**src/hw/rtl/p1305_pkg.sv**
```systemverilog
`default_nettype none
package p1305_pkg;

  localparam int unsigned A_DIGITS = 5;
  localparam int unsigned R_DIGITS = 4;
  localparam int unsigned P_WORDS  = 9;

  localparam logic [127:0] R_CLAMP = 128'h0ffffffc0ffffffc0ffffffc0fffffff;

  typedef struct packed {
    logic       load;
    logic       mul;
    logic [2:0] a_idx;
    logic [1:0] r_idx;
    logic       red1;
    logic       red2;
    logic       red3;
    logic       red4;
    logic       fin;
  } cmd_t;

endpackage
`default_nettype wire

```
**src/hw/rtl/p1305_ctrl.sv**
```systemverilog
`default_nettype none
module p1305_ctrl (
  input  wire logic            clk,
  input  wire logic            rst_n,
  input  wire logic            in_valid,
  output logic                 in_stall,
  input  wire logic [4:0]      in_byte_count,
  input  wire logic            in_last_block,
  output logic                 out_valid,
  input  wire logic            out_stall,
  output p1305_pkg::cmd_t      cmd
);

  localparam logic [2:0] S_IDLE = 3'd0;
  localparam logic [2:0] S_MUL  = 3'd1;
  localparam logic [2:0] S_RED1 = 3'd2;
  localparam logic [2:0] S_RED2 = 3'd3;
  localparam logic [2:0] S_RED3 = 3'd4;
  localparam logic [2:0] S_RED4 = 3'd5;
  localparam logic [2:0] S_FIN  = 3'd6;

  logic [2:0] state_r, state_nxt;
  logic [2:0] a_idx_r, a_idx_nxt;
  logic [1:0] r_idx_r, r_idx_nxt;
  logic       last_r, last_nxt;
  logic       ovld_r, ovld_nxt;
  logic       accept;
  logic       fin_go;

  assign in_stall  = (state_r != S_IDLE);
  assign accept    = in_valid && (state_r == S_IDLE);
  assign out_valid = ovld_r;
  assign fin_go    = (state_r == S_FIN) && (!ovld_r || !out_stall);

  always_comb begin
    state_nxt = state_r;
    a_idx_nxt = a_idx_r;
    r_idx_nxt = r_idx_r;
    last_nxt  = last_r;
    ovld_nxt  = ovld_r && out_stall;
    cmd       = '0;
    cmd.a_idx = a_idx_r;
    cmd.r_idx = r_idx_r;
    unique case (state_r)
      S_IDLE: begin
        if (accept) begin
          last_nxt  = in_last_block;
          a_idx_nxt = '0;
          r_idx_nxt = '0;
          if (in_byte_count != 5'd0) begin
            cmd.load  = 1'b1;
            state_nxt = S_MUL;
          end else if (in_last_block) begin
            state_nxt = S_FIN;
          end
        end
      end
      S_MUL: begin
        cmd.mul = 1'b1;
        if (a_idx_r == 3'(p1305_pkg::A_DIGITS - 1)) begin
          a_idx_nxt = '0;
          r_idx_nxt = r_idx_r + 2'd1;
          if (r_idx_r == 2'(p1305_pkg::R_DIGITS - 1)) begin
            state_nxt = S_RED1;
          end
        end else begin
          a_idx_nxt = a_idx_r + 3'd1;
        end
      end
      S_RED1: begin
        cmd.red1  = 1'b1;
        state_nxt = S_RED2;
      end
      S_RED2: begin
        cmd.red2  = 1'b1;
        state_nxt = S_RED3;
      end
      S_RED3: begin
        cmd.red3  = 1'b1;
        state_nxt = S_RED4;
      end
      S_RED4: begin
        cmd.red4  = 1'b1;
        state_nxt = last_r ? S_FIN : S_IDLE;
      end
      S_FIN: begin
        if (fin_go) begin
          cmd.fin   = 1'b1;
          ovld_nxt  = 1'b1;
          state_nxt = S_IDLE;
        end
      end
      default: begin
        state_nxt = S_IDLE;
      end
    endcase
  end

  always_ff @(posedge clk) begin
    if (!rst_n) begin
      state_r <= S_IDLE;
      a_idx_r <= '0;
      r_idx_r <= '0;
      last_r  <= 1'b0;
      ovld_r  <= 1'b0;
    end else begin
      state_r <= state_nxt;
      a_idx_r <= a_idx_nxt;
      r_idx_r <= r_idx_nxt;
      last_r  <= last_nxt;
      ovld_r  <= ovld_nxt;
    end
  end

endmodule
`default_nettype wire

```
**config.mk**
```make
export PLATFORM = sky130hd
export DESIGN_NAME = p1305_ctrl
export DESIGN_NICKNAME = d
export VERILOG_FILES = /design/src/hw/rtl/p1305_pkg.sv /design/src/hw/rtl/p1305_ctrl.sv
export SDC_FILE = /design/constraint.sdc
export NUM_CORES = 1
export LEC_CHECK = 0
export BUFFER_PORTS_ARGS = -buffer_cell sky130_fd_sc_hd__buf_2
export CORE_MARGIN = 4
export CORE_UTILIZATION = 45
export DETAILED_ROUTE_END_ITERATION = 10
export GPL_TIMING_DRIVEN = 0
export HOLD_SLACK_MARGIN = 0.06
export PLACE_DENSITY_LB_ADDON = 0.3
export RECOVER_POWER = 50
export REMOVE_ABC_BUFFERS = 1
export SYNTH_ARGS = -nofsm -noshare
export SYNTH_HDL_FRONTEND = slang
export SYNTH_SLANG_ARGS = --single-unit
```
**constraint.sdc**
```tcl
create_clock -name clk -period 3.49 [get_ports clk]
set_input_delay 0.1745 -clock clk [delete_from_list [all_inputs] [get_ports clk]]
set_output_delay 0.1745 -clock clk [all_outputs]
set_load 0.02 [all_outputs]
```
==> results.ini <==
[outcome]
status = finished clean

[critical_path]
crit_path_end_kind = output pin
cp_slowest_stage_delay_ps = 500
worstPathArrival_ps = 1660
reg2reg_slack_ps = 1830
crit_end = cmd[11]
cp.buffers_inverters = 1
crit_slowest_cell = nor3_1
path_cells = nor3_1 -> nand2_1 -> nor2_1 -> buf_2
path_class = reg -> out
reg2regPathDepth = 5
cp_max_fo = 16
reg2reg_to = state_r[2]
setup.worst_path.start_class = register
worstPathRequired_ps = 3320
worstSetupPathDepth = 4
r2r_start = state_r[0]
critPathTopFamily = simple AND/OR/NAND/NOR gates
startpoint = state_r[2]

[synth]
syn_area_per_cell_um2 = 8.08
synth-main-ff-cell = dfxtp_1
yosys.area.top_type_share_pct = 31.4
synth_cell_types = 37
yosysTopAreaCell = dfxtp_1
yosysWarnings = 0
synthCells = 79
netlist_area_um2 = 638
synth_area_leaders = dfxtp_1 (31%), a21boi_1 (5.9%), ha_1 (5.9%), a21oi_1 (3.9%), nor3_1 (3.9%)
ys_ff_latch = 10
synth_edf_count = 0
async_flop_share_pct = 0
ys_seq_area_share_pct = 31.4

[layout]
nNetsFinal = 117
nFillCells = 127
final_core_util_pct = 58.4
post-route-cell-area_um2 = 769
seqCellArea_um2 = 200
insertedDiodeCount = 0
syn_to_final_growth_pct = 20.6
drive_gt1_share_pct = 21.6
multi_input_area_um2 = 404

[timing]
timing.final.crit_period_ps = 1840
drv_slew = 0
worst_slew_pin_slew_ps = 502
setup_viol = 0
grt_setup_unrepaired = no
finClkSkew_ps = 5.77
fmax_ghz = 0.545
hold_viol = 0
hold_slack_ps = 192
setup_ws_ps = 1650
tns_ps = 0
post-route-period-util_pct = 52.6
slew_headroom_pct = 66.3

[grt]
antenna_found_initial = 0
grt_pass1_wl_mm = 2.45
grt_pass1_vias = 551
grt_max_degree = 17
track_usage_pct = 16.0
overflow = 0

[detailed_routing]
dr.first_iter.drc_count = 13
drtPass1Iterations = 4
vias = 653
wl_mm = 1.45
wl_per_cell_um = 12.4
via_per_inst = 5.58
drtAntennaViolNets = 0
drc_errors = 0

[power]
peakVddDrop_uv = 357
powerDensity_mw_per_mm2 = 748
power.leakage_nw = 0.317

[clock_tree]
cts_resized = 0
post-cts-setup-buffer-count = 0
cts_hold_buf = 0
htreeDepth = 1
cts_buffers = 3
clockBufferDepth = 2
cts.sinks = 10
clkLatencyLatePin_ps = 250
cts_tree = done
clockRootBuffer = clkbuf_4
clkSlewWorstSetupHoldPaths_ps = 70

[die]
pin_count = 24
coreArea_mm2 = 0.00132
die_w_um = 45.7
die_h_um = 45.7
initial_utilization_pct = 48.4
rows = 13
fp.dieArea_mm2 = 0.00208

[placement]
io_buffer_count = 23
gp_congestion = 0.705
pre_cts_ws_ps = 1840
hpwl_mm = 1.12
placed_cell_area_um2 = 758

[hold_path]
hp-class = in -> reg

[job]
drv_cap = 0

## where the power goes
group	switching, mW	internal, mW
Clock	0.0351	0.0396
Combinational	0.181	0.120
Sequential	0.0609	0.138
Total	0.277	0.298
## routing by layer
| metal | share of wire (%) | track usage, % | vias to the layer above |
|---|---|---|---|
| met1 | 46 | 20.9 | 296 |
| li1 | - | - | 339 |
| met4 | 0.69 | 5.26 | 0 |
| met2 | 47 | 26.5 | 16 |
| met3 | 6.7 | 2.37 | 2 |
| met5 | 0 | 0 | - |
## kinds of logic after synthesis
| logic type | after synthesis | synth area share (%) |
|---|---|---|
| AOI/OAI and AO/OA | 21 | 22.2 |
| xor gates and xnor gates | 1 | 1.37 |
| adders and majority gates | 3 | 5.88 |
| buffers and inverters | 8 | 5.29 |
| DFF | 10 | 31.4 |
| muxes | 1 | 1.57 |
| and+or+nand+nor | 35 | 32.4 |
## placed cells by master (no fill, tap or decap), drive strengths merged, types with 2 or more instances in the layout
master and count:
nand4 2, a21oi 6, dfxtp 10, a21boi 5
and2 2, buf 14, ha 3, nand2 4
nor2b 2, o21ai 4, or4 2, clkbuf 12
inv 4, nor3 5, nand3b 2, nand3 3
a31oi 2, nor2 4
## area by class of cell
class | instances | share of cell area, %
timing repair buffer | 23 | 13.5
tap | 15 | 2.44
multi-input combinational | 61 | 52.5
inverter | 5 | 2.60
clock buffer | 3 | 2.93
sequential | 10 | 26.0
## worst reg2reg max path, delay by kind of cell (launching register included)
family / cells / cell delay, ps
simple gates: 1 / 460
buf+inv: 1 / 110
flops: 1 / 600
compound gates: 3 / 380
## cell usage after synthesis (2+ instances only)
library cell,count
a21oi_1,5
o21ai_1,4
nand4_1,2
ha_1,3
nor2b_1,2
a21boi_1,5
a31oi_1,2
nand3b_1,2
or4_1,2
buf_2,2
nand3_1,3
inv_1,3
nand2_1,4
nor2_1,4
nor3_1,5
dfxtp_1,10
## worst min-delay path by stage
stage                        from         end  slack (ps)  cells after the start
finish                  out_stall   out_valid         190                      3
CTS                     out_stall   out_valid         180                      3
floorplan                   rst_n  a_idx_r[0]         300                      1
detailed placement      out_stall   out_valid         450                      3
global route        in_last_block      last_r         200                      3
global placement        out_stall   out_valid         440                      3
## through the flow
step                cells  total power [mW]
CTS                   117             0.582
floorplan              76             0.417
detailed placement    114             0.507
global placement      114             0.498
global route          117             0.634
finish                117             0.575
## sequential cells by signal, summed over array words and instances, names as in the netlist
register   cells
a_idx_r        3
state_r        3
out_valid      1
last_r         1
r_idx_r        2
Note: power is estimated with default switching activity, not from simulation.
